[src/csvfs_pkg.sv]
// Shared types, character codes and register indexes of the CSV field splitter.
package csvfs_pkg;

    localparam int CFG_IDX_W  = 1;
    localparam int CFG_DATA_W = 8;

    localparam logic [CFG_IDX_W-1:0] REG_SEPARATOR  = 1'b0;
    localparam logic [CFG_IDX_W-1:0] REG_HAS_HEADER = 1'b1;

    localparam logic [7:0] SEP_RESET = 8'd44;

    localparam logic ACT_BYTE = 1'b0;
    localparam logic ACT_EOS  = 1'b1;

    localparam logic [7:0] CH_HT    = 8'h09;
    localparam logic [7:0] CH_LF    = 8'h0A;
    localparam logic [7:0] CH_CR    = 8'h0D;
    localparam logic [7:0] CH_SPACE = 8'h20;
    localparam logic [7:0] CH_QUOTE = 8'h22;
    localparam logic [7:0] CH_NEL   = 8'h85;
    localparam logic [7:0] CH_NBSP  = 8'hA0;

    typedef enum logic [1:0] {
        QM_NORMAL = 2'd0,
        QM_QUOTED = 2'd1,
        QM_QSEEN  = 2'd2
    } t_qmode;

    typedef enum logic {
        ST_IDLE  = 1'b0,
        ST_FLUSH = 1'b1
    } t_state;

    typedef struct packed {
        logic       action;
        logic [7:0] ch;
    } t_in_item;

    typedef struct packed {
        logic [7:0]  out_char;
        logic        char_valid;
        logic        end_of_field;
        logic        end_of_record;
        logic [7:0]  field_number;
        logic [15:0] record_number;
        logic        is_header;
        logic [8:0]  max_columns;
        logic        space_overflow;
        logic        empty_error;
    } t_out_item;

    typedef struct packed {
        logic accept;
        logic flush_step;
        logic in_flush;
    } t_dp_cmd;

    typedef struct packed {
        logic q_full;
        logic need_flush;
        logic flush_last;
    } t_dp_sts;

    function automatic logic is_space(input logic [7:0] c);
        return (c >= CH_HT && c <= CH_CR) || c == CH_SPACE || c == CH_NEL || c == CH_NBSP;
    endfunction

endpackage

[src/csvfs_ram.sv]
// Generic single-port-write, single-port-read RAM with registered read data.
module csvfs_ram #(
    parameter int WIDTH = 8,
    parameter int DEPTH = 16,
    parameter int AW    = 4
) (
    input  logic             i_clk,
    input  logic             i_we,
    input  logic [AW-1:0]    i_waddr,
    input  logic [WIDTH-1:0] i_wdata,
    input  logic [AW-1:0]    i_raddr,
    output logic [WIDTH-1:0] o_rdata
);

    logic [WIDTH-1:0] r_mem [DEPTH];
    logic [WIDTH-1:0] r_rdata;

    always_ff @(posedge i_clk) begin
        if (i_we) begin
            r_mem[i_waddr] <= i_wdata;
        end
        r_rdata <= r_mem[i_raddr];
    end

    assign o_rdata = r_rdata;

endmodule

[src/csvfs_outq.sv]
// Two-entry result queue that decouples result production from the output stall.
module csvfs_outq (
    input  logic                 i_clk,
    input  logic                 i_rst_n,
    input  logic                 i_push,
    input  csvfs_pkg::t_out_item i_item,
    input  logic                 i_out_stall,
    output logic                 o_out_valid,
    output csvfs_pkg::t_out_item o_out_data,
    output logic                 o_full
);

    csvfs_pkg::t_out_item r_mem [2];
    logic                 r_wp;
    logic                 r_rp;
    logic [1:0]           r_cnt;
    logic [1:0]           n_cnt;
    logic                 pop;

    assign pop = (r_cnt != 2'd0) && !i_out_stall;

    always_comb begin
        n_cnt = r_cnt;
        if (i_push && !pop) begin
            n_cnt = r_cnt + 2'd1;
        end else if (!i_push && pop) begin
            n_cnt = r_cnt - 2'd1;
        end
    end

    always_ff @(posedge i_clk) begin
        if (!i_rst_n) begin
            r_wp  <= 1'b0;
            r_rp  <= 1'b0;
            r_cnt <= 2'd0;
        end else begin
            if (i_push) begin
                r_wp <= ~r_wp;
            end
            if (pop) begin
                r_rp <= ~r_rp;
            end
            r_cnt <= n_cnt;
        end
    end

    always_ff @(posedge i_clk) begin
        if (i_push) begin
            r_mem[r_wp] <= i_item;
        end
    end

    assign o_out_valid = (r_cnt != 2'd0);
    assign o_out_data  = r_mem[r_rp];
    assign o_full      = (r_cnt == 2'd2);

endmodule

[src/csvfs_datapath.sv]
// Datapath: parser state, whitespace buffer, field/record counters and result queue.
module csvfs_datapath #(
    parameter int SPACE_DEPTH = 16,
    parameter int MAX_FIELDS  = 256
) (
    input  logic                                i_clk,
    input  logic                                i_rst_n,
    input  csvfs_pkg::t_dp_cmd                  i_cmd,
    output csvfs_pkg::t_dp_sts                  o_sts,
    input  csvfs_pkg::t_in_item                 i_in_data,
    input  logic                                i_cfg_we,
    input  logic [csvfs_pkg::CFG_IDX_W-1:0]     i_cfg_idx,
    input  logic [csvfs_pkg::CFG_DATA_W-1:0]    i_cfg_wdata,
    input  logic                                i_out_stall,
    output logic                                o_out_valid,
    output csvfs_pkg::t_out_item                o_out_data
);

    localparam int SC_W   = $clog2(SPACE_DEPTH + 1);
    localparam int SA_W   = (SPACE_DEPTH > 1) ? $clog2(SPACE_DEPTH) : 1;
    localparam int FI_W   = $clog2(MAX_FIELDS);
    localparam int CM_W   = $clog2(MAX_FIELDS + 1);
    localparam int FI_XW  = (FI_W > 8) ? FI_W : 8;
    localparam int CM_XW  = (CM_W > 9) ? CM_W : 9;

    // configuration
    logic [7:0]        r_sep;
    logic              r_hdr;

    // parser state
    csvfs_pkg::t_qmode r_mode,    n_mode;
    logic              r_started, n_started;
    logic              r_lead,    n_lead;
    logic [7:0]        r_held,    n_held;
    logic              r_hvalid,  n_hvalid;
    logic [SC_W-1:0]   r_sc,      n_sc;
    logic              r_ovf,     n_ovf;
    logic [FI_W-1:0]   r_fi,      n_fi;
    logic [15:0]       r_rec,     n_rec;
    logic [CM_W-1:0]   r_colmax,  n_colmax;
    logic              r_line,    n_line;
    logic              r_stream,  n_stream;
    logic [SC_W-1:0]   r_fl_idx,  n_fl_idx;
    logic [SC_W-1:0]   r_fl_cnt,  n_fl_cnt;

    // byte decode
    logic [7:0]        c;
    logic              is_eos;
    logic              is_q;
    logic              is_sp;
    logic              norm;
    csvfs_pkg::t_qmode d_mode;
    logic              d_close;
    logic              d_eor;
    logic              d_err;
    logic              d_add;
    logic              d_wr_space;
    logic              d_ovf_set;
    logic              d_lead_set;
    logic              d_solid;
    logic              d_last;
    logic [CM_W-1:0]   fi_p1;
    logic [CM_W-1:0]   col_new;
    logic [CM_W-1:0]   col_sel;
    logic [FI_XW-1:0]  fi_x;
    logic [CM_XW-1:0]  cm_x;

    // queue and buffer
    csvfs_pkg::t_out_item q_item;
    logic                 q_push;
    logic                 q_full;
    logic [SC_W-1:0]      rd_idx;
    logic [SA_W-1:0]      ram_raddr;
    logic [7:0]           ram_rdata;

    assign c      = i_in_data.ch;
    assign is_eos = (i_in_data.action == csvfs_pkg::ACT_EOS);
    assign is_q   = (c == csvfs_pkg::CH_QUOTE);
    assign is_sp  = csvfs_pkg::is_space(c);

    always_comb begin : decode
        d_mode  = r_mode;
        d_close = 1'b0;
        d_eor   = 1'b0;
        d_err   = 1'b0;
        d_add   = 1'b0;
        norm    = 1'b0;
        if (is_eos) begin
            d_close = r_line;
            d_eor   = 1'b1;
            d_err   = !r_line && r_hdr && !r_stream;
        end else if (c == csvfs_pkg::CH_LF) begin
            d_close = 1'b1;
            d_eor   = 1'b1;
        end else if (c != csvfs_pkg::CH_CR) begin
            unique case (r_mode)
                csvfs_pkg::QM_QSEEN: begin
                    if (is_q) begin
                        d_mode = csvfs_pkg::QM_QUOTED;
                    end else begin
                        d_mode = csvfs_pkg::QM_NORMAL;
                        norm   = 1'b1;
                    end
                end
                csvfs_pkg::QM_QUOTED: begin
                    if (is_q) begin
                        d_mode = csvfs_pkg::QM_QSEEN;
                    end
                    d_add = 1'b1;
                end
                default: begin
                    norm = 1'b1;
                end
            endcase
            if (norm) begin
                if (c == r_sep) begin
                    d_close = 1'b1;
                end else begin
                    if (is_q) begin
                        d_mode = csvfs_pkg::QM_QUOTED;
                    end
                    d_add = 1'b1;
                end
            end
        end
    end

    assign d_wr_space = d_add && is_sp && r_started && (r_sc < SC_W'(SPACE_DEPTH));
    assign d_ovf_set  = d_add && is_sp && r_started && !(r_sc < SC_W'(SPACE_DEPTH));
    assign d_lead_set = d_add && !is_sp && !r_started && is_q;
    assign d_solid    = d_add && !is_sp && (r_started || !is_q);
    assign d_last     = r_hvalid && !(r_lead && r_held == csvfs_pkg::CH_QUOTE);

    assign fi_p1   = CM_W'(r_fi) + CM_W'(1);
    assign col_new = (d_eor && fi_p1 > r_colmax) ? fi_p1 : r_colmax;
    assign col_sel = (i_cmd.accept && d_close) ? col_new : r_colmax;
    assign fi_x    = FI_XW'(r_fi);
    assign cm_x    = CM_XW'(col_sel);

    always_comb begin : next_state
        n_mode    = r_mode;
        n_started = r_started;
        n_lead    = r_lead;
        n_held    = r_held;
        n_hvalid  = r_hvalid;
        n_sc      = r_sc;
        n_ovf     = r_ovf;
        n_fi      = r_fi;
        n_rec     = r_rec;
        n_colmax  = r_colmax;
        n_line    = r_line;
        n_stream  = r_stream;
        n_fl_idx  = r_fl_idx;
        n_fl_cnt  = r_fl_cnt;
        if (i_cmd.flush_step) begin
            n_fl_idx = r_fl_idx + SC_W'(1);
        end
        if (i_cmd.accept) begin
            if (is_eos) begin
                // end of stream: return parser state and counters to reset values
                n_mode    = csvfs_pkg::QM_NORMAL;
                n_started = 1'b0;
                n_lead    = 1'b0;
                n_held    = 8'd0;
                n_hvalid  = 1'b0;
                n_sc      = '0;
                n_ovf     = 1'b0;
                n_fi      = '0;
                n_rec     = 16'd0;
                n_colmax  = '0;
                n_line    = 1'b0;
                n_stream  = 1'b0;
            end else begin
                n_stream = 1'b1;
                if (c != csvfs_pkg::CH_LF) begin
                    n_line = 1'b1;
                end
                n_mode = d_mode;
                if (d_wr_space) begin
                    n_sc = r_sc + SC_W'(1);
                end
                if (d_ovf_set) begin
                    n_ovf = 1'b1;
                end
                if (d_add && !is_sp && !r_started) begin
                    n_started = 1'b1;
                end
                if (d_lead_set) begin
                    n_lead = 1'b1;
                end
                if (d_solid) begin
                    n_held   = c;
                    n_hvalid = 1'b1;
                    n_sc     = '0;
                    n_fl_cnt = r_sc;
                    n_fl_idx = '0;
                end
                if (d_close) begin
                    n_mode    = csvfs_pkg::QM_NORMAL;
                    n_started = 1'b0;
                    n_lead    = 1'b0;
                    n_held    = 8'd0;
                    n_hvalid  = 1'b0;
                    n_sc      = '0;
                    n_ovf     = 1'b0;
                    if (d_eor) begin
                        n_fi     = '0;
                        n_colmax = col_new;
                        n_line   = 1'b0;
                        if (r_rec != 16'hFFFF) begin
                            n_rec = r_rec + 16'd1;
                        end
                    end else if (r_fi < FI_W'(MAX_FIELDS - 1)) begin
                        n_fi = r_fi + FI_W'(1);
                    end
                end
            end
        end
    end

    always_comb begin : build_result
        q_item.out_char       = 8'd0;
        q_item.char_valid     = 1'b0;
        q_item.end_of_field   = 1'b0;
        q_item.end_of_record  = 1'b0;
        q_item.field_number   = (fi_x > FI_XW'(255)) ? 8'hFF : fi_x[7:0];
        q_item.record_number  = r_rec;
        q_item.is_header      = r_hdr && (r_rec == 16'd0);
        q_item.max_columns    = (cm_x > CM_XW'(511)) ? 9'h1FF : cm_x[8:0];
        q_item.space_overflow = r_ovf;
        q_item.empty_error    = 1'b0;
        q_push                = 1'b0;
        if (i_cmd.flush_step) begin
            q_push            = 1'b1;
            q_item.out_char   = ram_rdata;
            q_item.char_valid = 1'b1;
        end else if (i_cmd.accept) begin
            if (d_err) begin
                q_push                = 1'b1;
                q_item.field_number   = 8'd0;
                q_item.record_number  = 16'd0;
                q_item.is_header      = 1'b0;
                q_item.max_columns    = 9'd0;
                q_item.space_overflow = 1'b0;
                q_item.empty_error    = 1'b1;
            end else if (d_close) begin
                q_push               = 1'b1;
                q_item.out_char      = d_last ? r_held : 8'd0;
                q_item.char_valid    = d_last;
                q_item.end_of_field  = 1'b1;
                q_item.end_of_record = d_eor;
            end else if (d_solid && r_hvalid) begin
                q_push            = 1'b1;
                q_item.out_char   = r_held;
                q_item.char_valid = 1'b1;
            end
        end
    end

    // Read the next buffered space ahead so the data is ready when the queue frees up.
    always_comb begin
        if (i_cmd.flush_step) begin
            rd_idx = r_fl_idx + SC_W'(1);
        end else if (i_cmd.in_flush) begin
            rd_idx = r_fl_idx;
        end else begin
            rd_idx = '0;
        end
        ram_raddr = (rd_idx < SC_W'(SPACE_DEPTH)) ? rd_idx[SA_W-1:0] : '0;
    end

    always_ff @(posedge i_clk) begin
        if (!i_rst_n) begin
            r_sep     <= csvfs_pkg::SEP_RESET;
            r_hdr     <= 1'b0;
            r_mode    <= csvfs_pkg::QM_NORMAL;
            r_started <= 1'b0;
            r_lead    <= 1'b0;
            r_held    <= 8'd0;
            r_hvalid  <= 1'b0;
            r_sc      <= '0;
            r_ovf     <= 1'b0;
            r_fi      <= '0;
            r_rec     <= 16'd0;
            r_colmax  <= '0;
            r_line    <= 1'b0;
            r_stream  <= 1'b0;
            r_fl_idx  <= '0;
            r_fl_cnt  <= '0;
        end else begin
            if (i_cfg_we) begin
                unique case (i_cfg_idx)
                    csvfs_pkg::REG_SEPARATOR:  r_sep <= i_cfg_wdata[7:0];
                    csvfs_pkg::REG_HAS_HEADER: r_hdr <= i_cfg_wdata[0];
                    default: ;
                endcase
            end
            r_mode    <= n_mode;
            r_started <= n_started;
            r_lead    <= n_lead;
            r_held    <= n_held;
            r_hvalid  <= n_hvalid;
            r_sc      <= n_sc;
            r_ovf     <= n_ovf;
            r_fi      <= n_fi;
            r_rec     <= n_rec;
            r_colmax  <= n_colmax;
            r_line    <= n_line;
            r_stream  <= n_stream;
            r_fl_idx  <= n_fl_idx;
            r_fl_cnt  <= n_fl_cnt;
        end
    end

    csvfs_ram #(
        .WIDTH (8),
        .DEPTH (SPACE_DEPTH),
        .AW    (SA_W)
    ) u_space_ram (
        .i_clk   (i_clk),
        .i_we    (i_cmd.accept && !is_eos && d_wr_space),
        .i_waddr (r_sc[SA_W-1:0]),
        .i_wdata (c),
        .i_raddr (ram_raddr),
        .o_rdata (ram_rdata)
    );

    csvfs_outq u_outq (
        .i_clk       (i_clk),
        .i_rst_n     (i_rst_n),
        .i_push      (q_push),
        .i_item      (q_item),
        .i_out_stall (i_out_stall),
        .o_out_valid (o_out_valid),
        .o_out_data  (o_out_data),
        .o_full      (q_full)
    );

    assign o_sts.q_full     = q_full;
    assign o_sts.need_flush = !is_eos && d_solid && (r_sc != '0);
    assign o_sts.flush_last = ((r_fl_idx + SC_W'(1)) == r_fl_cnt);

`ifndef SYNTH
    a_space_bound: assert property (@(posedge i_clk) disable iff (!i_rst_n)
        r_sc <= SC_W'(SPACE_DEPTH))
        else $error("space count beyond buffer depth");

    a_flush_range: assert property (@(posedge i_clk) disable iff (!i_rst_n)
        i_cmd.flush_step |-> (r_fl_idx < r_fl_cnt))
        else $error("space replay past buffered count");

    a_no_push_full: assert property (@(posedge i_clk) disable iff (!i_rst_n)
        q_push |-> !q_full)
        else $error("result pushed into full queue");

    a_eos_clears: assert property (@(posedge i_clk) disable iff (!i_rst_n)
        (i_cmd.accept && is_eos) |=> (r_rec == 16'd0 && r_colmax == '0 && !r_stream
                                      && !r_hvalid && r_sc == '0))
        else $error("stream state not cleared after end of stream");
`endif

endmodule

[src/csvfs_ctrl.sv]
// Controller: accepts input bytes and sequences the replay of buffered whitespace.
module csvfs_ctrl (
    input  logic               i_clk,
    input  logic               i_rst_n,
    input  logic               i_in_valid,
    input  csvfs_pkg::t_dp_sts i_sts,
    output csvfs_pkg::t_dp_cmd o_cmd,
    output logic               o_in_stall
);

    csvfs_pkg::t_state r_state;
    csvfs_pkg::t_state n_state;

    always_comb begin : next_state
        n_state = r_state;
        unique case (r_state)
            csvfs_pkg::ST_IDLE: begin
                if (i_in_valid && !i_sts.q_full && i_sts.need_flush) begin
                    n_state = csvfs_pkg::ST_FLUSH;
                end
            end
            csvfs_pkg::ST_FLUSH: begin
                if (!i_sts.q_full && i_sts.flush_last) begin
                    n_state = csvfs_pkg::ST_IDLE;
                end
            end
            default: n_state = csvfs_pkg::ST_IDLE;
        endcase
    end

    always_comb begin : outputs
        o_cmd.accept     = 1'b0;
        o_cmd.flush_step = 1'b0;
        o_cmd.in_flush   = 1'b0;
        o_in_stall       = 1'b1;
        unique case (r_state)
            csvfs_pkg::ST_IDLE: begin
                o_in_stall   = i_sts.q_full;
                o_cmd.accept = i_in_valid && !i_sts.q_full;
            end
            csvfs_pkg::ST_FLUSH: begin
                o_cmd.in_flush   = 1'b1;
                o_cmd.flush_step = !i_sts.q_full;
            end
            default: ;
        endcase
    end

    always_ff @(posedge i_clk) begin
        if (!i_rst_n) begin
            r_state <= csvfs_pkg::ST_IDLE;
        end else begin
            r_state <= n_state;
        end
    end

endmodule

[src/csv_field_splitter.sv]
// Top level of the CSV field splitter: controller, datapath and port wiring.
// Latency: results enter a two-entry queue at the accepting edge and show on o_out_valid in
// the next cycle; a byte's own text leaves only when a later byte or the field end frees it.
// Throughput: one byte per cycle; a non-space byte after buffered spaces holds the input
// while the space RAM replays them. A full result queue also holds the input.
// Reset: synchronous, active low; clears parser state, loads separator 44 and has_header 0.
module csv_field_splitter #(
    parameter int SPACE_DEPTH = 16,
    parameter int MAX_FIELDS  = 256
) (
    input  logic                             i_clk,
    input  logic                             i_rst_n,
    // input channel
    input  logic                             i_in_valid,
    output logic                             o_in_stall,
    input  csvfs_pkg::t_in_item              i_in_data,
    // result channel
    output logic                             o_out_valid,
    input  logic                             i_out_stall,
    output csvfs_pkg::t_out_item             o_out_data,
    // configuration writes, only while idle
    input  logic                             i_cfg_we,
    input  logic [csvfs_pkg::CFG_IDX_W-1:0]  i_cfg_idx,
    input  logic [csvfs_pkg::CFG_DATA_W-1:0] i_cfg_wdata
);

    csvfs_pkg::t_dp_cmd cmd;
    csvfs_pkg::t_dp_sts sts;

    // Sequence the transaction: accept a byte, or replay buffered spaces one per cycle while the result queue has room.
    csvfs_ctrl u_ctrl (
        .i_clk      (i_clk),
        .i_rst_n    (i_rst_n),
        .i_in_valid (i_in_valid),
        .i_sts      (sts),
        .o_cmd      (cmd),
        .o_in_stall (o_in_stall)
    );

    // Decode the byte, update field and record state, and queue the results.
    csvfs_datapath #(
        .SPACE_DEPTH (SPACE_DEPTH),
        .MAX_FIELDS  (MAX_FIELDS)
    ) u_datapath (
        .i_clk       (i_clk),
        .i_rst_n     (i_rst_n),
        .i_cmd       (cmd),
        .o_sts       (sts),
        .i_in_data   (i_in_data),
        .i_cfg_we    (i_cfg_we),
        .i_cfg_idx   (i_cfg_idx),
        .i_cfg_wdata (i_cfg_wdata),
        .i_out_stall (i_out_stall),
        .o_out_valid (o_out_valid),
        .o_out_data  (o_out_data)
    );

endmodule
[config.mk]
export PLATFORM = sky130hd
export DESIGN_NAME = csv_field_splitter
export DESIGN_NICKNAME = d
export VERILOG_FILES = /design/src/csvfs_pkg.sv /design/src/csvfs_ram.sv /design/src/csvfs_outq.sv /design/src/csvfs_datapath.sv /design/src/csvfs_ctrl.sv /design/src/csv_field_splitter.sv
export SDC_FILE = /design/constraint.sdc
export NUM_CORES = 1
export LEC_CHECK = 0
export BUFFER_PORTS_ARGS = -buffer_cell sky130_fd_sc_hd__buf_2
export CAP_MARGIN = 20
export CORE_MARGIN = 2
export CORE_UTILIZATION = 35
export DETAILED_ROUTE_END_ITERATION = 10
export GPL_TIMING_DRIVEN = 0
export SYNTH_ARGS = -nofsm -noshare
export SYNTH_HDL_FRONTEND = slang
export SYNTH_SLANG_ARGS = --single-unit
[constraint.sdc]
create_clock -name i_clk -period 6.09 [get_ports i_clk]
set_input_delay 0.9135 -clock i_clk [delete_from_list [all_inputs] [get_ports i_clk]]
set_output_delay 0.9135 -clock i_clk [all_outputs]
set_load 0.01 [all_outputs]
==> impl_metrics.yaml <==
logic_synthesis:
  synthArstFlopShare_pct: 0
  syn_avg_cell_area_sq_um: 12.5
  syn_nets: 1092
  synth_top_family_by_area: "compound AO/OA/AOI/OAI gates"
  yosysTopAreaCell: "edfxtp_1"
  synth-simple-area-share_pct: 11.6
  synth_cell_types: 70
  ys_ff_latch: 309
  synth_ff_type: "edfxtp_1"
  syn_area_sq_um: 13100
  synth_fa_ha_area_share_pct: 1.91
  yosysSeqAreaShare_pct: 64.0
  synth_xor_area_share_pct: 2.87
  synth_edf_count: 222
  yosys_warnings: 0
  synth_compound_gate_area_share_pct: 12.0
  synth_top_area_share_pct: 50.8
  syn_inst: 1049
  synth_area_leaders: "edfxtp_1 (51%), dfxtp_1 (13%), mux2_2 (4.1%)"
  muxShareOfSynthArea_pct: 4.73
global_routing:
  grt_pass1_vias: 8658
  grt_util_all_layers_pct: 16.2
  grt_max_degree: 31
  overflow: 0
  grt_pass1_wl_microns: 48900
  grt_antenna_before_repair: 1
clock_network:
  hold_buffers: 0
  cts.sinks: 309
  cts_resized: 0
  postCtsSetupBuffers: 0
  htree_levels: 2
  cts_buffer_depth: 3
  clockRootBuffer: "clkbuf_16"
  cts_tree: "yes"
  clk_pin_slew_ns: 0.06
  clk_latency_ns: 0.52
  cts_inserted_buffers: 35
drt:
  wl_per_cell_microns: 19.1
  wirelength_microns: 31600
  drt_iter0_drc: 498
  via_count: 8776
  first_pass_iters: 5
  ant_nets: 0
  vias_per_cell: 5.30
  drc: 0
timing:
  rsz0062_at_grt: "false"
  clock_skew_ns: 0.0243
  timing.slew.headroom_pct: 33.5
  fin_crit_ns: 3.98
  worst_slack_ns: 2.11
  hold_viol: 0
  setup-tns-final_ns: 0
  fmax_mhz: 251
  tightest_slew_ns: 0.996
  period_share_pct: 65.3
  setup_viol: 0
  slew_violations: 0
floorplan:
  die_h_microns: 198
  fp.coreArea_sq_um: 36800
  initial_core_util_pct: 35.7
  dieArea_sq_um: 39100
  pin_count: 72
  fp-row-count: 70
  die_w_microns: 198
cells_and_area:
  final_cell_mix: "edfxtp_1 (222), nor2_1 (87), a21oi_1 (87), dfxtp_1 (87), buf_2 (84)"
  layout_commonest_cell: "edfxtp_1"
  instances_no_fill: 1656
  area_growth_pct: 15.7
  nets: 1206
  fin_area_sq_um: 15200
  utilization_pct: 41.3
  drive_above_1_share_pct: 17.4
place:
  io_buffers: 71
  placed_area_sq_um: 14100
  dpl.hpwl_microns: 21700
  dp_slack_ns: 1.58
  gp_congestion: 0.855
  dpl.cell_count: 1594
worst_setup_path:
  rrSetupSlack_ns: 2.50
  path_class: "in -> reg"
  path_max_fanout: 30
  start_kind: "primary input"
  endpoint_kind: "register"
  critical_path_arrival_ns: 4.17
  crit_required_ns: 6.28
pwr:
  ir_worst_vdd_v: 0.000165
  pwr_density_cell_nw_per_um2: 322
  leakage_nw: 5.30
flow_run:
  max-cap-violations: 0
outcome:
  outcome: "completed"
hold_path:
  hp-class: "reg -> reg"
cell type report:
cell class / instances / area, sq um
fillers: 3435 / 21600
diodes: 1 / 2.50
well taps: 468 / 586
clock buffers: 44 / 930
flip-flops and latches: 309 / 8410
multi-input cells: 649 / 4350
inverters: 34 / 128
clock inverters: 17 / 114
plain buffers: 57 / 253
repair buffers: 77 / 418
worst paths after layout:
check                             startpoint                                  end  cells past startpoint
setup / recovery                i_in_data[0]       u_datapath.u_outq.r_mem[0][31]                      9
hold / removal           u_datapath.r_hvalid                  u_datapath.r_hvalid                      2
setup reg to reg  u_datapath.u_outq.r_cnt[0]  u_datapath.u_space_ram.r_mem[12][2]                      8
hold reg to reg          u_datapath.r_hvalid                  u_datapath.r_hvalid                      2
stage by stage:
stage	power (mW)	hold WS, ns
floorplan	2.77	0.429
global route	5.07	0.481
global placement	2.99	0.438
detailed placement	3.00	0.453
finish	4.89	0.457
CTS	4.94	0.462
kinds of logic after synthesis:
family / Yosys count
muxes: 56
DFF: 309
adders and majority gates: 20
buffers and inverters: 91
xor gates and xnor gates: 43
AOI/OAI and AO/OA: 227
and+or+nand+nor: 303
synth_stat cells (20+ instances only):
| library cell | count |
|---|---|
| edfxtp_1 | 222 |
| a21oi_1 | 87 |
| dfxtp_1 | 87 |
| nor2_1 | 87 |
| nand2_1 | 69 |
| mux2_2 | 48 |
| o221ai_1 | 40 |
| clkbuf_1 | 38 |
| inv_1 | 32 |
| nand3_1 | 29 |
| xor2_1 | 29 |
| and2_1 | 24 |
| ha_1 | 20 |
state kept, by name (all words and copies together), names as in the netlist, 8 cells and up, named ones only:
signal,flops
u_datapath.u_space_ram.r_mem,128
u_datapath.u_outq.r_mem,94
u_datapath.r_rec,16
u_datapath.r_colmax,9
u_datapath.fi_x,8
u_datapath.r_held,8
u_datapath.r_sep,8
u_datapath.u_space_ram.o_rdata,8
routing by layer:
layer,routed length (microns),up-vias,part of all wire (%),global-route usage [%]
met5,10,-,0.032,0
met4,872,2,2.8,5.46
met3,1550,60,4.9,2.95
met2,15100,209,48,27.3
met1,14000,4346,44,21.2
li1,-,4159,-,-
where the power goes:
group          total (mW)  switching [mW]  leakage, nW  internal [mW]
Clock                1.94           0.816        0.514           1.12
Sequential           2.35          0.0282         2.78           2.32
Combinational       0.597           0.351         2.00          0.246
critical path, cell delays in order:
cell     delay (ns)
buf_2          0.42
xor2_1         0.13
nor4_1         0.75
nand2_1        0.25
o31a_2         0.42
o22ai_2        0.20
or3_1          0.21
nor2b_4        0.54
buf_12         0.28
No activity file was read; power rests on OpenSTA's default activity.
